File: src/rtl/core/dpv_pkg.sv
// shared types, constants and helper functions of the delta prefix varint decoder
package dpv_pkg;

   localparam int unsigned VALUE_W = 64;
   localparam int unsigned COUNT_W = 31;
   localparam int unsigned INDEX_W = 3;
   localparam int unsigned BODY_CNT_W = 7;
   localparam int unsigned ONES_W = 3;

   localparam logic [ONES_W-1:0] PREFIX_MAX = 3'd4;

   // body widths selected by the number of leading ones of the prefix
   localparam logic [BODY_CNT_W-1:0] NARROW_WIDTH [5] = '{7'd0, 7'd6, 7'd9, 7'd12, 7'd32};
   localparam logic [BODY_CNT_W-1:0] WIDE_WIDTH [5] = '{7'd0, 7'd6, 7'd13, 7'd20, 7'd64};

   typedef enum logic [INDEX_W-1:0] {
      CSR_WIDE_MODE      = 3'd0,
      CSR_BASE_VALUE     = 3'd1,
      CSR_AUTO_INCREMENT = 3'd2,
      CSR_SEARCH_KEY     = 3'd3,
      CSR_VALUE_COUNT    = 3'd4
   } csr_index_type;

   typedef enum logic [1:0] {
      PH_WAIT   = 2'd0,
      PH_PREFIX = 2'd1,
      PH_BODY   = 2'd2,
      PH_DONE   = 2'd3
   } phase_type;

   typedef struct packed {
      logic               wide_mode;
      logic [VALUE_W-1:0] base_value;
      logic [VALUE_W-1:0] auto_increment;
      logic [VALUE_W-1:0] search_key;
      logic [COUNT_W-1:0] value_count;
   } cfg_type;

   typedef struct packed {
      logic               emit;
      logic               start;
      logic               wide;
      logic [VALUE_W-1:0] delta;
   } dec_type;

   typedef struct packed {
      logic [VALUE_W-1:0] decoded_value;
      logic [COUNT_W-1:0] value_index;
      logic               final_value;
      logic               key_hit;
      logic               key_seen;
      logic [COUNT_W-1:0] key_position;
   } res_type;

   function automatic logic [BODY_CNT_W-1:0] width_of(input logic wide,
                                                      input logic [ONES_W-1:0] ones);
      logic [ONES_W-1:0] k;
      k = (ones > PREFIX_MAX) ? PREFIX_MAX : ones;
      return wide ? WIDE_WIDTH[k] : NARROW_WIDTH[k];
   endfunction

   function automatic logic [VALUE_W-1:0] sext32(input logic [VALUE_W-1:0] x);
      return {{32{x[31]}}, x[31:0]};
   endfunction

   // short bodies above half range wrap to negative, which is a sign extension
   function automatic logic [VALUE_W-1:0] fold_body(input logic [VALUE_W-1:0] body,
                                                    input logic wide,
                                                    input logic [ONES_W-1:0] ones);
      logic [BODY_CNT_W-1:0] w;
      logic [VALUE_W-1:0]    hi;
      logic [VALUE_W-1:0]    msk;
      logic                  neg;
      w   = width_of(wide, ones);
      hi  = 64'd1 << (w - 7'd1);
      msk = (hi << 1) - 64'd1;
      neg = (|(body & hi)) && (|(body & (hi - 64'd1)));
      if (w == 7'd64) begin
         return body;
      end else if (w == 7'd32) begin
         return sext32(body);
      end else if (w == 7'd0) begin
         return '0;
      end else begin
         return neg ? (body | ~msk) : (body & msk);
      end
   endfunction

endpackage

File: src/rtl/core/dpv_if.sv
// valid/ready channel interfaces for bits in, values out and register writes

interface dpv_req_if;
   logic valid;
   logic ready;
   logic code_bit;
   logic block_start;

   modport source (output valid, output code_bit, output block_start, input ready);
   modport sink (input valid, input code_bit, input block_start, output ready);
endinterface

interface dpv_rsp_if;
   logic        valid;
   logic        ready;
   logic signed [63:0] decoded_value;
   logic [30:0] value_index;
   logic        final_value;
   logic        key_hit;
   logic        key_seen;
   logic [30:0] key_position;

   modport source (output valid, output decoded_value, output value_index,
                   output final_value, output key_hit, output key_seen,
                   output key_position, input ready);
   modport sink (input valid, input decoded_value, input value_index,
                 input final_value, input key_hit, input key_seen,
                 input key_position, output ready);
endinterface

interface dpv_csr_if;
   logic        valid;
   logic        ready;
   logic [2:0]  index;
   logic [63:0] data;

   modport source (output valid, output index, output data, input ready);
   modport sink (input valid, input index, input data, output ready);
endinterface

File: src/rtl/core/dpv_csr.sv
// configuration registers written through the csr channel
module dpv_csr (
   input  logic             clock,
   input  logic             reset,
   dpv_csr_if.sink          csr_chan,
   output dpv_pkg::cfg_type cfg
);

   dpv_pkg::cfg_type cfg_ff;
   dpv_pkg::cfg_type cfg_in;

   assign csr_chan.ready = 1'b1;
   assign cfg = cfg_ff;

   always_comb begin
      cfg_in = cfg_ff;
      if (csr_chan.valid) begin
         unique case (dpv_pkg::csr_index_type'(csr_chan.index))
            dpv_pkg::CSR_WIDE_MODE:      cfg_in.wide_mode = csr_chan.data[0];
            dpv_pkg::CSR_BASE_VALUE:     cfg_in.base_value = csr_chan.data;
            dpv_pkg::CSR_AUTO_INCREMENT: cfg_in.auto_increment = csr_chan.data;
            dpv_pkg::CSR_SEARCH_KEY:     cfg_in.search_key = csr_chan.data;
            dpv_pkg::CSR_VALUE_COUNT:    cfg_in.value_count = csr_chan.data[30:0];
            default: begin
            end
         endcase
      end
   end

   always_ff @(posedge clock) begin
      if (reset) begin
         cfg_ff.wide_mode      <= 1'b0;
         cfg_ff.base_value     <= '0;
         cfg_ff.auto_increment <= '0;
         cfg_ff.search_key     <= '0;
         cfg_ff.value_count    <= 31'd1;
      end else begin
         cfg_ff <= cfg_in;
      end
   end

endmodule

File: src/rtl/core/dpv_bit_decoder.sv
// prefix and body bit parser: one coded bit per step, yields the folded delta
module dpv_bit_decoder (
   input  logic             clock,
   input  logic             reset,
   input  logic             step,
   input  logic             code_bit,
   input  logic             block_start,
   input  logic             cfg_wide,
   input  logic             last_value,
   output dpv_pkg::dec_type dec
);

   dpv_pkg::phase_type                 phase_ff, phase_in, ph;
   logic [dpv_pkg::ONES_W-1:0]         ones_ff, ones_in, ones, ones_inc;
   logic [dpv_pkg::VALUE_W-1:0]        shift_ff, shift_in, shift, shift_nx;
   logic [dpv_pkg::BODY_CNT_W-1:0]     left_ff, left_in, left, left_dec;
   logic                               wide_ff, wide_in, wide;
   logic                               emit;

   // a block start restarts the parse on this very bit
   always_comb begin
      ph       = block_start ? dpv_pkg::PH_PREFIX : phase_ff;
      ones     = block_start ? '0 : ones_ff;
      shift    = block_start ? '0 : shift_ff;
      left     = block_start ? '0 : left_ff;
      wide     = block_start ? cfg_wide : wide_ff;
      ones_inc = ones + 3'd1;
      shift_nx = {shift[dpv_pkg::VALUE_W-2:0], code_bit};
      left_dec = (left != '0) ? left - 7'd1 : '0;
   end

   // outputs
   always_comb begin
      emit = 1'b0;
      unique case (ph)
         dpv_pkg::PH_PREFIX: emit = !code_bit && (ones == '0);
         dpv_pkg::PH_BODY:   emit = (left_dec == '0);
         dpv_pkg::PH_WAIT,
         dpv_pkg::PH_DONE:   emit = 1'b0;
         default:            emit = 1'b0;
      endcase
      dec.emit  = emit;
      dec.start = block_start;
      dec.wide  = wide;
      dec.delta = (ph == dpv_pkg::PH_BODY) ? dpv_pkg::fold_body(shift_nx, wide, ones) : '0;
   end

   // next state
   always_comb begin
      phase_in = ph;
      ones_in  = ones;
      shift_in = shift;
      left_in  = left;
      wide_in  = wide;
      unique case (ph)
         dpv_pkg::PH_PREFIX: begin
            if (code_bit) begin
               if (ones_inc >= dpv_pkg::PREFIX_MAX) begin
                  ones_in  = dpv_pkg::PREFIX_MAX;
                  shift_in = '0;
                  left_in  = dpv_pkg::width_of(wide, dpv_pkg::PREFIX_MAX);
                  phase_in = dpv_pkg::PH_BODY;
               end else begin
                  ones_in = ones_inc;
               end
            end else if (ones != '0) begin
               shift_in = '0;
               left_in  = dpv_pkg::width_of(wide, ones);
               phase_in = dpv_pkg::PH_BODY;
            end
         end
         dpv_pkg::PH_BODY: begin
            shift_in = shift_nx;
            left_in  = left_dec;
         end
         dpv_pkg::PH_WAIT,
         dpv_pkg::PH_DONE: begin
         end
         default: begin
         end
      endcase
      if (emit) begin
         phase_in = last_value ? dpv_pkg::PH_DONE : dpv_pkg::PH_PREFIX;
         ones_in  = '0;
      end
   end

   always_ff @(posedge clock) begin
      if (reset) begin
         phase_ff <= dpv_pkg::PH_WAIT;
         ones_ff  <= '0;
         left_ff  <= '0;
         wide_ff  <= 1'b0;
      end else if (step) begin
         phase_ff <= phase_in;
         ones_ff  <= ones_in;
         left_ff  <= left_in;
         wide_ff  <= wide_in;
      end
   end

   always_ff @(posedge clock) begin
      if (step) begin
         shift_ff <= shift_in;
      end
   end

`ifndef SYNTH
   a_body_has_bits: assert property (@(posedge clock) disable iff (reset)
      (phase_ff == dpv_pkg::PH_BODY) |-> (left_ff != '0))
      else $error("body phase with no bits left");

   a_prefix_bound: assert property (@(posedge clock) disable iff (reset)
      ones_ff <= dpv_pkg::PREFIX_MAX)
      else $error("prefix count beyond four");

   a_last_ends_block: assert property (@(posedge clock) disable iff (reset)
      (step && emit && last_value) |=> (phase_ff == dpv_pkg::PH_DONE))
      else $error("last value did not close the block");
`endif

endmodule

File: src/rtl/core/dpv_value_acc.sv
// running value, index count and key match tracking
module dpv_value_acc (
   input  logic             clock,
   input  logic             reset,
   input  logic             step,
   input  dpv_pkg::dec_type dec,
   input  dpv_pkg::cfg_type cfg,
   output dpv_pkg::res_type res
);

   logic [dpv_pkg::VALUE_W-1:0] prev_ff, prev_in;
   logic [dpv_pkg::COUNT_W-1:0] done_ff, done_in;
   logic                        flag_ff, flag_in;
   logic [dpv_pkg::COUNT_W-1:0] pos_ff, pos_in;

   logic [dpv_pkg::VALUE_W-1:0] sum;
   logic [dpv_pkg::VALUE_W-1:0] raw;
   logic [dpv_pkg::VALUE_W-1:0] value;
   logic [dpv_pkg::COUNT_W-1:0] idx;
   logic [dpv_pkg::COUNT_W:0]   idx_nx;
   logic                        last;
   logic                        hit;
   logic                        flag_nx;
   logic [dpv_pkg::COUNT_W-1:0] pos_nx;

   always_comb begin
      sum   = dec.delta + prev_ff + cfg.auto_increment;
      // a value on the start bit has a zero delta, so it is the base itself
      raw   = dec.start ? cfg.base_value : sum;
      value = dec.wide ? raw : dpv_pkg::sext32(raw);
      idx   = dec.start ? '0 : done_ff;
      idx_nx = {1'b0, idx} + 32'd1;
      last  = idx_nx >= {1'b0, cfg.value_count};
      hit   = (value == cfg.search_key);
      flag_nx = (dec.start ? 1'b0 : flag_ff) | hit;
      pos_nx  = hit ? idx : (dec.start ? '0 : pos_ff);

      res.decoded_value = value;
      res.value_index   = idx;
      res.final_value   = last;
      res.key_hit       = hit;
      res.key_seen      = flag_nx;
      res.key_position  = flag_nx ? pos_nx : '0;

      prev_in = prev_ff;
      done_in = done_ff;
      flag_in = flag_ff;
      pos_in  = pos_ff;
      if (dec.emit) begin
         prev_in = value;
         done_in = idx_nx[dpv_pkg::COUNT_W-1:0];
         flag_in = flag_nx;
         pos_in  = pos_nx;
      end else if (dec.start) begin
         prev_in = cfg.base_value - cfg.auto_increment;
         done_in = '0;
         flag_in = 1'b0;
         pos_in  = '0;
      end
   end

   always_ff @(posedge clock) begin
      if (reset) begin
         done_ff <= '0;
         flag_ff <= 1'b0;
         pos_ff  <= '0;
      end else if (step) begin
         done_ff <= done_in;
         flag_ff <= flag_in;
         pos_ff  <= pos_in;
      end
   end

   always_ff @(posedge clock) begin
      if (step) begin
         prev_ff <= prev_in;
      end
   end

endmodule

File: src/rtl/core/delta_prefix_varint_decoder.sv
// top level of the delta prefix varint decoder
//
// req_chan carries one coded bit per item, most significant bit of each field
// first; block_start marks the first bit of a block and restarts decoding.
// rsp_chan carries one item for each bit that completes a value: the value,
// its index in the block, a last-value flag and the key match status.
// csr_chan writes the registers (wide mode, base, auto increment, search key,
// value count); it is always ready and takes one write per cycle.
// Each bit goes through an input register and the decode logic, and a
// finished value lands in the output register, which offers it on rsp_chan.
// One bit is taken every cycle unless a bit that finishes a value is held
// back by a stalled rsp_chan.
// Reset restores the register defaults and the decoder waits for a block
// start; bits before it, and after the last value of a block, are dropped.
// When rsp_chan stalls, bits that finish no value keep flowing; a bit that
// finishes one waits in the input register and req_chan.ready drops.
module delta_prefix_varint_decoder (
   input  logic      clock,
   input  logic      reset,
   dpv_req_if.sink   req_chan,
   dpv_rsp_if.source rsp_chan,
   dpv_csr_if.sink   csr_chan
);

   dpv_pkg::cfg_type cfg;
   dpv_pkg::dec_type dec;
   dpv_pkg::res_type res;
   dpv_pkg::res_type rsp_ff;

   logic s1_valid_ff, s1_valid_in;
   logic s1_bit_ff;
   logic s1_start_ff;
   logic rsp_valid_ff, rsp_valid_in;
   logic out_free;
   logic step;
   logic req_take;

   dpv_csr u_csr (
      .clock    (clock),
      .reset    (reset),
      .csr_chan (csr_chan),
      .cfg      (cfg)
   );

   dpv_bit_decoder u_dec (
      .clock       (clock),
      .reset       (reset),
      .step        (step),
      .code_bit    (s1_bit_ff),
      .block_start (s1_start_ff),
      .cfg_wide    (cfg.wide_mode),
      .last_value  (res.final_value),
      .dec         (dec)
   );

   dpv_value_acc u_acc (
      .clock (clock),
      .reset (reset),
      .step  (step),
      .dec   (dec),
      .cfg   (cfg),
      .res   (res)
   );

   // only a bit that finishes a value needs room in the output register
   assign out_free = !rsp_valid_ff || rsp_chan.ready;
   assign step     = s1_valid_ff && (!dec.emit || out_free);
   assign req_chan.ready = !s1_valid_ff || step;
   assign req_take = req_chan.valid && req_chan.ready;

   always_comb begin
      s1_valid_in = s1_valid_ff;
      if (req_take) begin
         s1_valid_in = 1'b1;
      end else if (step) begin
         s1_valid_in = 1'b0;
      end
      rsp_valid_in = rsp_valid_ff;
      if (step && dec.emit) begin
         rsp_valid_in = 1'b1;
      end else if (rsp_chan.ready) begin
         rsp_valid_in = 1'b0;
      end
   end

   always_ff @(posedge clock) begin
      if (reset) begin
         s1_valid_ff  <= 1'b0;
         rsp_valid_ff <= 1'b0;
      end else begin
         s1_valid_ff  <= s1_valid_in;
         rsp_valid_ff <= rsp_valid_in;
      end
   end

   always_ff @(posedge clock) begin
      if (req_take) begin
         s1_bit_ff   <= req_chan.code_bit;
         s1_start_ff <= req_chan.block_start;
      end
      if (step && dec.emit) begin
         rsp_ff <= res;
      end
   end

   assign rsp_chan.valid         = rsp_valid_ff;
   assign rsp_chan.decoded_value = rsp_ff.decoded_value;
   assign rsp_chan.value_index   = rsp_ff.value_index;
   assign rsp_chan.final_value   = rsp_ff.final_value;
   assign rsp_chan.key_hit       = rsp_ff.key_hit;
   assign rsp_chan.key_seen      = rsp_ff.key_seen;
   assign rsp_chan.key_position  = rsp_ff.key_position;

`ifndef SYNTH
   a_value_reaches_output: assert property (@(posedge clock) disable iff (reset)
      (step && dec.emit) |=> rsp_valid_ff)
      else $error("finished value not loaded into output register");

   a_held_item_kept: assert property (@(posedge clock) disable iff (reset)
      (s1_valid_ff && !step) |=> s1_valid_ff)
      else $error("stalled item dropped from input register");
`endif

endmodule
File: src/flat_wrapper.sv
// flat-port wrapper written by rule: the top's interface ports become plain ports
module delta_prefix_varint_decoder_flat 
  (clock, reset, req_chan_valid, req_chan_code_bit, req_chan_block_start, req_chan_ready, rsp_chan_valid, rsp_chan_decoded_value, rsp_chan_value_index, rsp_chan_final_value, rsp_chan_key_hit, rsp_chan_key_seen, rsp_chan_key_position, rsp_chan_ready, csr_chan_valid, csr_chan_index, csr_chan_data, csr_chan_ready);
  dpv_req_if req_chan_i ();
  dpv_rsp_if rsp_chan_i ();
  dpv_csr_if csr_chan_i ();
  input  logic clock;
  input  logic reset;
  input wire logic [$bits(req_chan_i.valid)-1:0] req_chan_valid;
  input wire logic [$bits(req_chan_i.code_bit)-1:0] req_chan_code_bit;
  input wire logic [$bits(req_chan_i.block_start)-1:0] req_chan_block_start;
  output wire logic [$bits(req_chan_i.ready)-1:0] req_chan_ready;
  output wire logic [$bits(rsp_chan_i.valid)-1:0] rsp_chan_valid;
  output wire logic [$bits(rsp_chan_i.decoded_value)-1:0] rsp_chan_decoded_value;
  output wire logic [$bits(rsp_chan_i.value_index)-1:0] rsp_chan_value_index;
  output wire logic [$bits(rsp_chan_i.final_value)-1:0] rsp_chan_final_value;
  output wire logic [$bits(rsp_chan_i.key_hit)-1:0] rsp_chan_key_hit;
  output wire logic [$bits(rsp_chan_i.key_seen)-1:0] rsp_chan_key_seen;
  output wire logic [$bits(rsp_chan_i.key_position)-1:0] rsp_chan_key_position;
  input wire logic [$bits(rsp_chan_i.ready)-1:0] rsp_chan_ready;
  input wire logic [$bits(csr_chan_i.valid)-1:0] csr_chan_valid;
  input wire logic [$bits(csr_chan_i.index)-1:0] csr_chan_index;
  input wire logic [$bits(csr_chan_i.data)-1:0] csr_chan_data;
  output wire logic [$bits(csr_chan_i.ready)-1:0] csr_chan_ready;
  assign req_chan_i.valid = req_chan_valid;
  assign req_chan_i.code_bit = req_chan_code_bit;
  assign req_chan_i.block_start = req_chan_block_start;
  assign req_chan_ready = req_chan_i.ready;
  assign rsp_chan_valid = rsp_chan_i.valid;
  assign rsp_chan_decoded_value = rsp_chan_i.decoded_value;
  assign rsp_chan_value_index = rsp_chan_i.value_index;
  assign rsp_chan_final_value = rsp_chan_i.final_value;
  assign rsp_chan_key_hit = rsp_chan_i.key_hit;
  assign rsp_chan_key_seen = rsp_chan_i.key_seen;
  assign rsp_chan_key_position = rsp_chan_i.key_position;
  assign rsp_chan_i.ready = rsp_chan_ready;
  assign csr_chan_i.valid = csr_chan_valid;
  assign csr_chan_i.index = csr_chan_index;
  assign csr_chan_i.data = csr_chan_data;
  assign csr_chan_ready = csr_chan_i.ready;
  delta_prefix_varint_decoder u_core (.clock(clock), .reset(reset), .req_chan(req_chan_i), .rsp_chan(rsp_chan_i), .csr_chan(csr_chan_i));
endmodule
File: config.mk
export PLATFORM = sky130hd
export DESIGN_NAME = delta_prefix_varint_decoder_flat
export DESIGN_NICKNAME = d
export VERILOG_FILES = /design/src/rtl/core/dpv_pkg.sv /design/src/rtl/core/dpv_if.sv /design/src/rtl/core/dpv_csr.sv /design/src/rtl/core/dpv_bit_decoder.sv /design/src/rtl/core/dpv_value_acc.sv /design/src/rtl/core/delta_prefix_varint_decoder.sv /design/src/flat_wrapper.sv
export SDC_FILE = /design/constraint.sdc
export NUM_CORES = 2
export LEC_CHECK = 0
export BUFFER_PORTS_ARGS = -buffer_cell sky130_fd_sc_hd__buf_4
export CAP_MARGIN = 25
export CORE_UTILIZATION = 60
export CTS_BUF_LIST = sky130_fd_sc_hd__clkbuf_16
export CTS_CLUSTER_DIAMETER = 50
export CTS_CLUSTER_SIZE = 10
export DETAILED_ROUTE_END_ITERATION = 7
export PLACE_DENSITY = 0.77
export REMOVE_ABC_BUFFERS = 1
export SETUP_SLACK_MARGIN = 0.2
export SYNTH_ARGS = -nofsm -noshare
export SYNTH_HDL_FRONTEND = slang
export SYNTH_SLANG_ARGS = --single-unit
export TNS_END_PERCENT = 50
File: constraint.sdc
create_clock -name clock -period 24.8 [get_ports clock]
set_input_delay 4.96 -clock clock [delete_from_list [all_inputs] [get_ports clock]]
set_output_delay 4.96 -clock clock [all_outputs]
set_load 0.02 [all_outputs]
# [Word level (Yosys, flattened, before mapping)]
# Memories as Yosys holds them, arrays and structs flattened.
# Index checks and enable logic that the tools add are counted.
[word_totals] reg_bits=561 mem_bits_ro=112 input_bits=74 out_inout_bits=132 memories=2
[mem_list] name="(no name shown)" depth=8 word_bits=7 read_ports=1 rd_clocked_by_memory_dff=0 write_ports=0 line="dpv_pkg.sv:59" rtl="return wide ? WIDE_WIDTH[k] : NARROW_WIDTH[k];"
[mem_list] name="(no name shown)" depth=8 word_bits=7 read_ports=1 rd_clocked_by_memory_dff=0 write_ports=0 line="dpv_pkg.sv:59"
[op_classes] add_sub_neg=9 magnitude_cmp=4 n_eq_ne=10 shift=1 n_mux=52 bitwise=7 n_reduce_logical=31
[op_table] cell="$mux W64" count=13
[op_table] cell="$and A64 B64 Y64" count=3
[op_table] cell="$mux W31" count=5
[op_table] cell="$add A64 B64 Y64" count=2
[op_table] cell="$pmux W64 S2" count=1
[op_table] cell="$reduce_or A64 Y1" count=2
[op_table] cell="$sub A64 B1 Y64 const B" count=2
[op_table] cell="$mux W7" count=11
[op_table] cell="$eq A64 B64 Y1" count=1
[op_table] cell="$not A64 Y64" count=1
[op_table] cell="$or A64 B64 Y64" count=1
[op_table] cell="$shl A1 B7 Y64 const A" count=1
[op_table] cell="$sub A64 B64 Y64" count=1
[op_table] cell="$add A31 B1 Y32 const B" count=1
[op_table] cell="$ge A32 B31 Y1" count=1
[op_table] cell="$mux W3" count=6
[op_table] cell="$logic_not A7 Y1" count=2
[op_table] cell="$mux W2" count=7
[op_table] cell="$pmux W7 S2" count=1
[op_table] cell="$sub A7 B1 Y7 const B" count=2
[op_table] cell="$reduce_and A2 Y1" count=6
[op_table] cell="$eq A7 B6 Y1 const B" count=1
[op_table] cell="$eq A7 B7 Y1 const B" count=1
[op_table] cell="$mux W1" count=7
[op_table] cell="21 further kinds" count=35

# [Logic depth before layout (Yosys ltp)]
[depth] ltp_word=26 mapped_depth=39 mapped_depth_nobuf=28

# [By module]
# From an unflattened synthesis, not the netlist that was laid out.
[unflattened] cells_unflattened=4082 area_unflattened_um2=37099.3
[by_module_without_submodules] mod="dpv_value_acc" n_inst=1 cells_per_inst=2487 area_each_um2=18686.7 seq_area_each_um2=3183.1
[by_module_without_submodules] mod="dpv_csr" n_inst=1 cells_per_inst=803 area_each_um2=9029.9 seq_area_each_um2=4484.3
[by_module_without_submodules] mod="dpv_bit_decoder" n_inst=1 cells_per_inst=649 area_each_um2=5345.1 seq_area_each_um2=2152.1
[by_module_without_submodules] mod="delta_prefix_varint_decoder" n_inst=1 cells_per_inst=143 area_each_um2=4037.6 seq_area_each_um2=3973.8

# [Least setup slack after synthesis]
# OpenSTA, ideal clock, no wires.
[synth_path] kind="input port to flip-flop" start="input port rsp_chan_ready" end="register u_core.u_acc.pos_ff[0] (netlist name)" arrival_time_ns=11.924 required_ns=24.728 path_slack_ns=12.804 path_stages=9 cell_sequence="nor2b_1 nand2_1 nand2_1 nor2_1 and2_1 and4_1 buf_4 buf_6 mux2i_1"
[synth_via] elab_chain_cells=3
[synth_lines] element="start: declaration" line="flat_wrapper.sv:20" rtl="input wire logic [$bits(rsp_chan_i.ready)-1:0] rsp_chan_ready;"
[synth_lines] element="$logic_or A1 B1 Y1" line="delta_prefix_varint_decoder.sv:66" rtl="assign out_free = !rsp_valid_ff || rsp_chan.ready;"
[synth_lines] element="$logic_or A1 B1 Y1" line="delta_prefix_varint_decoder.sv:67" rtl="assign step = s1_valid_ff && (!dec.emit || out_free);"
[synth_lines] element="$logic_and A1 B1 Y1" line="delta_prefix_varint_decoder.sv:67"
[synth_lines] element="end signal: assignment" line="dpv_value_acc.sv:70" rtl="pos_ff <= pos_in;"
[synth_lines] element="end: declaration" line="dpv_value_acc.sv:14" rtl="logic [dpv_pkg::COUNT_W-1:0] pos_ff, pos_in;"
# Every way passes these cells.
# A chain may end at the register's enable or synchronous reset.

# [Worst setup path in the final report]
[layout_path] start="register u_core.s1_start_ff" end="register u_core.rsp_ff (netlist bit u_core.rsp_chan.key_position[22]) (data pin)"
[layout_via] elab_chain_cells=25 elab_cells_between_ends=45 classes_between="add/sub: 5; order compare: 1; eq/ne: 4; shift: 1; mux: 21; bitwise: 7; reduce/logical: 4; memory: 2"
[layout_lines] element="start: declaration" line="delta_prefix_varint_decoder.sv:32" rtl="logic s1_start_ff;"
[layout_lines] element="start signal: assignment" line="delta_prefix_varint_decoder.sv:99" rtl="s1_start_ff <= req_chan.block_start;"
[layout_lines] element="$mux W3" line="dpv_bit_decoder.sv:23" rtl="ones = block_start ? '0 : ones_ff;"
[layout_lines] element="$gt A3 B3 Y1" line="dpv_pkg.sv:58" rtl="k = (ones > PREFIX_MAX) ? PREFIX_MAX : ones;"
[layout_lines] element="$mux W3" line="dpv_pkg.sv:58"
[layout_lines] element="$not A3 Y4 (implied by the code)" line="dpv_pkg.sv:59"
[layout_lines] element="$mem_v2 Z8 W7"
[layout_lines] element="$mux W7 (3 in a row)"
[layout_lines] element="$sub A7 B1 Y7" line="dpv_pkg.sv:75" rtl="hi = 64'd1 << (w - 7'd1);"
[layout_lines] element="$shl A1 B7 Y64" line="dpv_pkg.sv:75"
[layout_lines] element="[... 6 more ...]"
[layout_lines] element="$mux W64" line="dpv_pkg.sv:80" rtl="end else if (w == 7'd32) begin"
[layout_lines] element="$mux W64" line="dpv_pkg.sv:78" rtl="if (w == 7'd64) begin"
[layout_lines] element="$mux W64" line="dpv_bit_decoder.sv:45" rtl="dec.delta = (ph == dpv_pkg::PH_BODY) ? dpv_pkg::fold_body(shift_nx, wide, ones) : '0;"
[layout_lines] element="$add A64 B64 Y64 (2 in a row)" line="dpv_value_acc.sv:27" rtl="sum = dec.delta + prev_ff + cfg.auto_increment;"
[layout_lines] element="$mux W64" line="dpv_value_acc.sv:29" rtl="raw = dec.start ? cfg.base_value : sum;"
[layout_lines] element="$mux W64" line="dpv_value_acc.sv:30" rtl="value = dec.wide ? raw : dpv_pkg::sext32(raw);"
[layout_lines] element="$eq A64 B64 Y1" line="dpv_value_acc.sv:34" rtl="hit = (value == cfg.search_key);"
[layout_lines] element="$mux W31 or $or A1 B1 Y1 (tied branches)" line="dpv_value_acc.sv:36, dpv_value_acc.sv:35"
[layout_lines] element="end signal: assignment" line="delta_prefix_varint_decoder.sv:102" rtl="rsp_ff <= res;"
[layout_lines] element="end: declaration" line="delta_prefix_varint_decoder.sv:28" rtl="dpv_pkg::res_type rsp_ff;"
# Parallel ways exist; a longest one is shown, timed or not. The select of a mux whose other input is x is not followed.

==> metrics <==
syn avg cell area 8.45 sq um; Fin. Hold Viols 0; nets@finish 4787; yosys synthesis warning count 0; Num Clock Sinks 560; worst-path fanout max 50; Max Transition Viols Final 0; Net Sw Frac 0.304; Least-Margin Pin Slew 1.14 ns; run status completed; clk_skew 0.0338 ns; Final setup viols 0; layout cell share with drive strength beyond 1 0.0971; pwr dens 60.1 nW/um^2; total routed wirelength 131000 microns; sequential area share after synthesis 0.370; clk_lat worst skew 0.63 ns; starting density of the core 0.605; CTS resizes 0; Placer Congestion 1.08; top cells by area, synth edfxtp_1, dfxtp_1, nand2_1; complex-gate fraction of the synthesized area 0.217; post-synthesis adder-cell area fraction 0.0899; Achievable Freq 90.1 MHz; grt ovf 0; Netlist Area Pre-Place 37300 sq um; post-synthesis cell count 4415; post-DR wirelength/cell 24.4 microns; detail-routed via count per cell 6.53; Post-CTS Setup Bufs 0; # DRC 0; largest family of logic cells by synthesized area compound AO/OA/AOI/OAI gates; # hold bufs at CTS 0; Setup CP Type reg2reg; Critical Path Sink Type flip-flop; total negative slack 0 ns; fin crit share 0.448; Clock power frac 0.394; Int Power 1740 uW; final-layout fill cell count 5122; first-pass GRT wire length 197000 microns; Max-Cap Viols 0; Tot GR Track Use 0.408; combinational power share 0.191; largest net degree at the start of global routing 135; xor/xnor share of the synthesized area 0.0379; WP data required 25.15 ns; top-area cell type share of the netlist area 0.208; Num CTS Buffers 72; setup repair after global routing missed its margin false; Main synth FF type dfxtp_1; Critical Path Slowest Stage Cell nand2_1; post-route minimum period 11.10 ns; vias in the first global route 32100; EDFF count, synth 258; startpoint types flip-flop; NetSw 757 uW; initial antenna violation count 1; total number of vias 35100; TritonCTS clock tree yes; Post-synth ARST share 0; crit path buf inv count 3; Worst VDD drop 0.0000466 V; Synth-to-Final Area Change 11.2%; synth unique cells 115; largest area contributor in the netlist edfxtp_1; synthesized flop and latch total 560; I/O pins 206; H-tree levels 3; max incr delay on CP 0.80 ns; Die Height 251 microns; Slew HR 0.228; die area 63200 sq um; std cell rows 91; PortBufs 204; post-synthesis mux area share 0.0290; CTS max path bufs 3; clock slew at reported path FFs 0.06 ns; leak pwr 0.0162 uW; placed wire-length estimate 95500 microns; register share of total power 0.415; Post-Synth Simple-Gate Area 0.205; worst hold slack 0.451 ns; clock root buffer clkbuf_16; Antenna Violating Nets Remaining 0; core area 61600 sq um; Crit path max-delay family compound AO/OA/AOI/OAI gates; HP Class reg2reg; Starting DRT DRC Count 4715; DR pass1 iterations 6; die width 251 microns; Worst EP arrival 11.46 ns
==> cells in the final DEF, fill, tap and decap left out, types with 15 or more instances in the layout <==
cell and count:
nand2_1 802, a21oi_1 456, dfxtp_1 302, nor2_1 288
edfxtp_1 258, buf_4 246, inv_1 236, o21ai_0 197
ha_1 164, xnor2_1 97, a21o_1 87, a22oi_1 81
clkbuf_16 77, nand3_1 76, nor3_1 75, o21a_1 68
mux2i_1 67, fa_1 65, xor2_1 62, nor2b_1 60
and2_1 53, nand2b_1 48, nand4_1 41, a211oi_1 38
and3_1 35, o211ai_1 31, o31ai_1 30, nor4_1 28
a31oi_1 25, a21boi_0 24, o21bai_1 20, or2b_1 19
mux2_4 19, o22ai_1 17, o2111ai_1 15
==> layer usage <==
metal	up-vias	track usage	part of all wire
li1	15900	-	-
met1	16800	0.586	0.42
met2	2120	0.591	0.42
met3	334	0.0975	0.12
met4	2	0.155	0.041
met5	-	0	0.000068
==> worst paths after layout <==
kind	slack [ns]	startpoint	cells past startpoint	end
hold / removal	0.45	u_core.u_acc.pos_ff[24]$_SDFFE_PP0P_	2	u_core.u_acc.pos_ff[24]$_SDFFE_PP0P_
setup / recovery	13.70	u_core.s1_start_ff$_DFFE_PP_	26	u_core.rsp_chan.key_position[22]$_SDFFCE_PN0P_
setup reg to reg	13.70	u_core.s1_start_ff$_DFFE_PP_	26	u_core.rsp_chan.key_position[22]$_SDFFCE_PN0P_
hold reg to reg	0.45	u_core.u_acc.pos_ff[24]$_SDFFE_PP0P_	2	u_core.u_acc.pos_ff[24]$_SDFFE_PP0P_
==> flip-flops by register name, indices dropped and copies added (netlist names) <==
register	cells
u_core.u_dec.phase_ff	2
u_core.rsp_chan.key_position	31
u_core.u_csr.cfg	224
u_core.u_acc.done_ff	31
u_core.rsp_chan.key_hit	1
u_core.u_dec.ones_ff	3
u_core.rsp_chan.value_index	31
u_core.rsp_chan.decoded_value	64
u_core.rsp_chan.key_seen	1
u_core.u_dec.left_ff	7
u_core.s1_bit_ff	1
u_core.rsp_chan.final_value	1
u_core.u_dec.shift_ff	63
u_core.u_dec.wide_ff	1
u_core.u_acc.flag_ff	1
u_core.rsp_chan.valid	1
u_core.s1_valid_ff	1
u_core.u_acc.prev_ff	64
u_core.u_acc.pos_ff	31
u_core.s1_start_ff	1
==> cells in the mapped netlist (13+ instances only) <==
cell type / number
o2111ai_1: 15
a31oi_1: 25
xnor2_1: 97
a21o_1: 88
buf_1: 20
dfxtp_1: 302
a211oi_1: 38
mux2_4: 19
and2_1: 53
edfxtp_1: 258
nand3_1: 77
or3_1: 14
nand4_1: 41
and3_1: 36
o211ai_1: 31
or4_1: 13
ha_1: 164
a21oi_1: 458
or2_2: 14
nor2_1: 291
fa_1: 65
nor2b_1: 63
xor2_1: 62
a21boi_0: 24
nor3b_1: 14
nor3_1: 75
inv_1: 202
buf_2: 16
mux2i_1: 67
a22oi_1: 81
or2b_1: 19
clkbuf_1: 196
o31ai_1: 30
o21bai_1: 20
o21ai_0: 198
nand2b_1: 48
a211o_1: 13
nor4_1: 28
o21a_1: 69
o22ai_1: 17
a2111oi_0: 14
nand2_1: 802
and4_1: 13
==> worst min-delay path, delay by kind of cell, from the launching register on <==
kind / cells / cell delay (ns)
flip-flops: 1 / 0.30
AND/OR/NAND/NOR: 1 / 0.05
multiplexers: 1 / 0.05
==> logic make-up (layout without fill, tap and decap cells) <==
kind of cell | after synthesis | after routing
flip-flops | 560 | 560
multiplexers | 97 | 97
AO/OA/AOI/OAI | 1256 | 1256
adder cells (fa/ha/maj) | 229 | 229
AND/OR/NAND/NOR | 1652 | 1652
other | 1 | 4
XOR/XNOR | 160 | 160
buffers and inverters | 460 | 584
==> power groups by stage <==
stage          Sequential, uW  Clock (uW)  Combinational (uW)
2_1_floorplan            1060           0                 287
3_3_place_gp             1050           0                 447
3_5_place_dp             1050           0                 453
4_1_cts                  1030         985                 458
5_1_grt                  1040        1020                 505
6_report                 1040         983                 476
==> metrics by stage <==
stage / setup WS [ns] / utilization / total power [uW] / cell area (sq um) / std cells
after detailed placement: 14.14 / 0.636 / 1510 / 39200 / 5244
after CTS: 14.10 / 0.672 / 2480 / 41400 / 5375
after floorplan: 7.79 / - / 1340 / 36200 / 4159
final: 13.70 / 0.673 / 2490 / 41500 / 5379
after global routing: 13.26 / 0.673 / 2560 / 41500 / 5378
after global placement: 14.25 / 0.636 / 1500 / 39200 / 5243
==> cell type report <==
class                           instances  area [sq um]  area share
Multi-Input combinational cell       3397         21700       0.523
Sequential cell                       560         13800       0.333
Timing Repair Buffer                  251          1950      0.0470
Clock buffer                           77          1930      0.0465
Tap cell                              837          1050      0.0253
Inverter                              202           759      0.0183
Clock inverter                         54           295     0.00712
Antenna cell                            1          2.50   0.0000604
No activity file was read; power rests on OpenSTA's default activity.
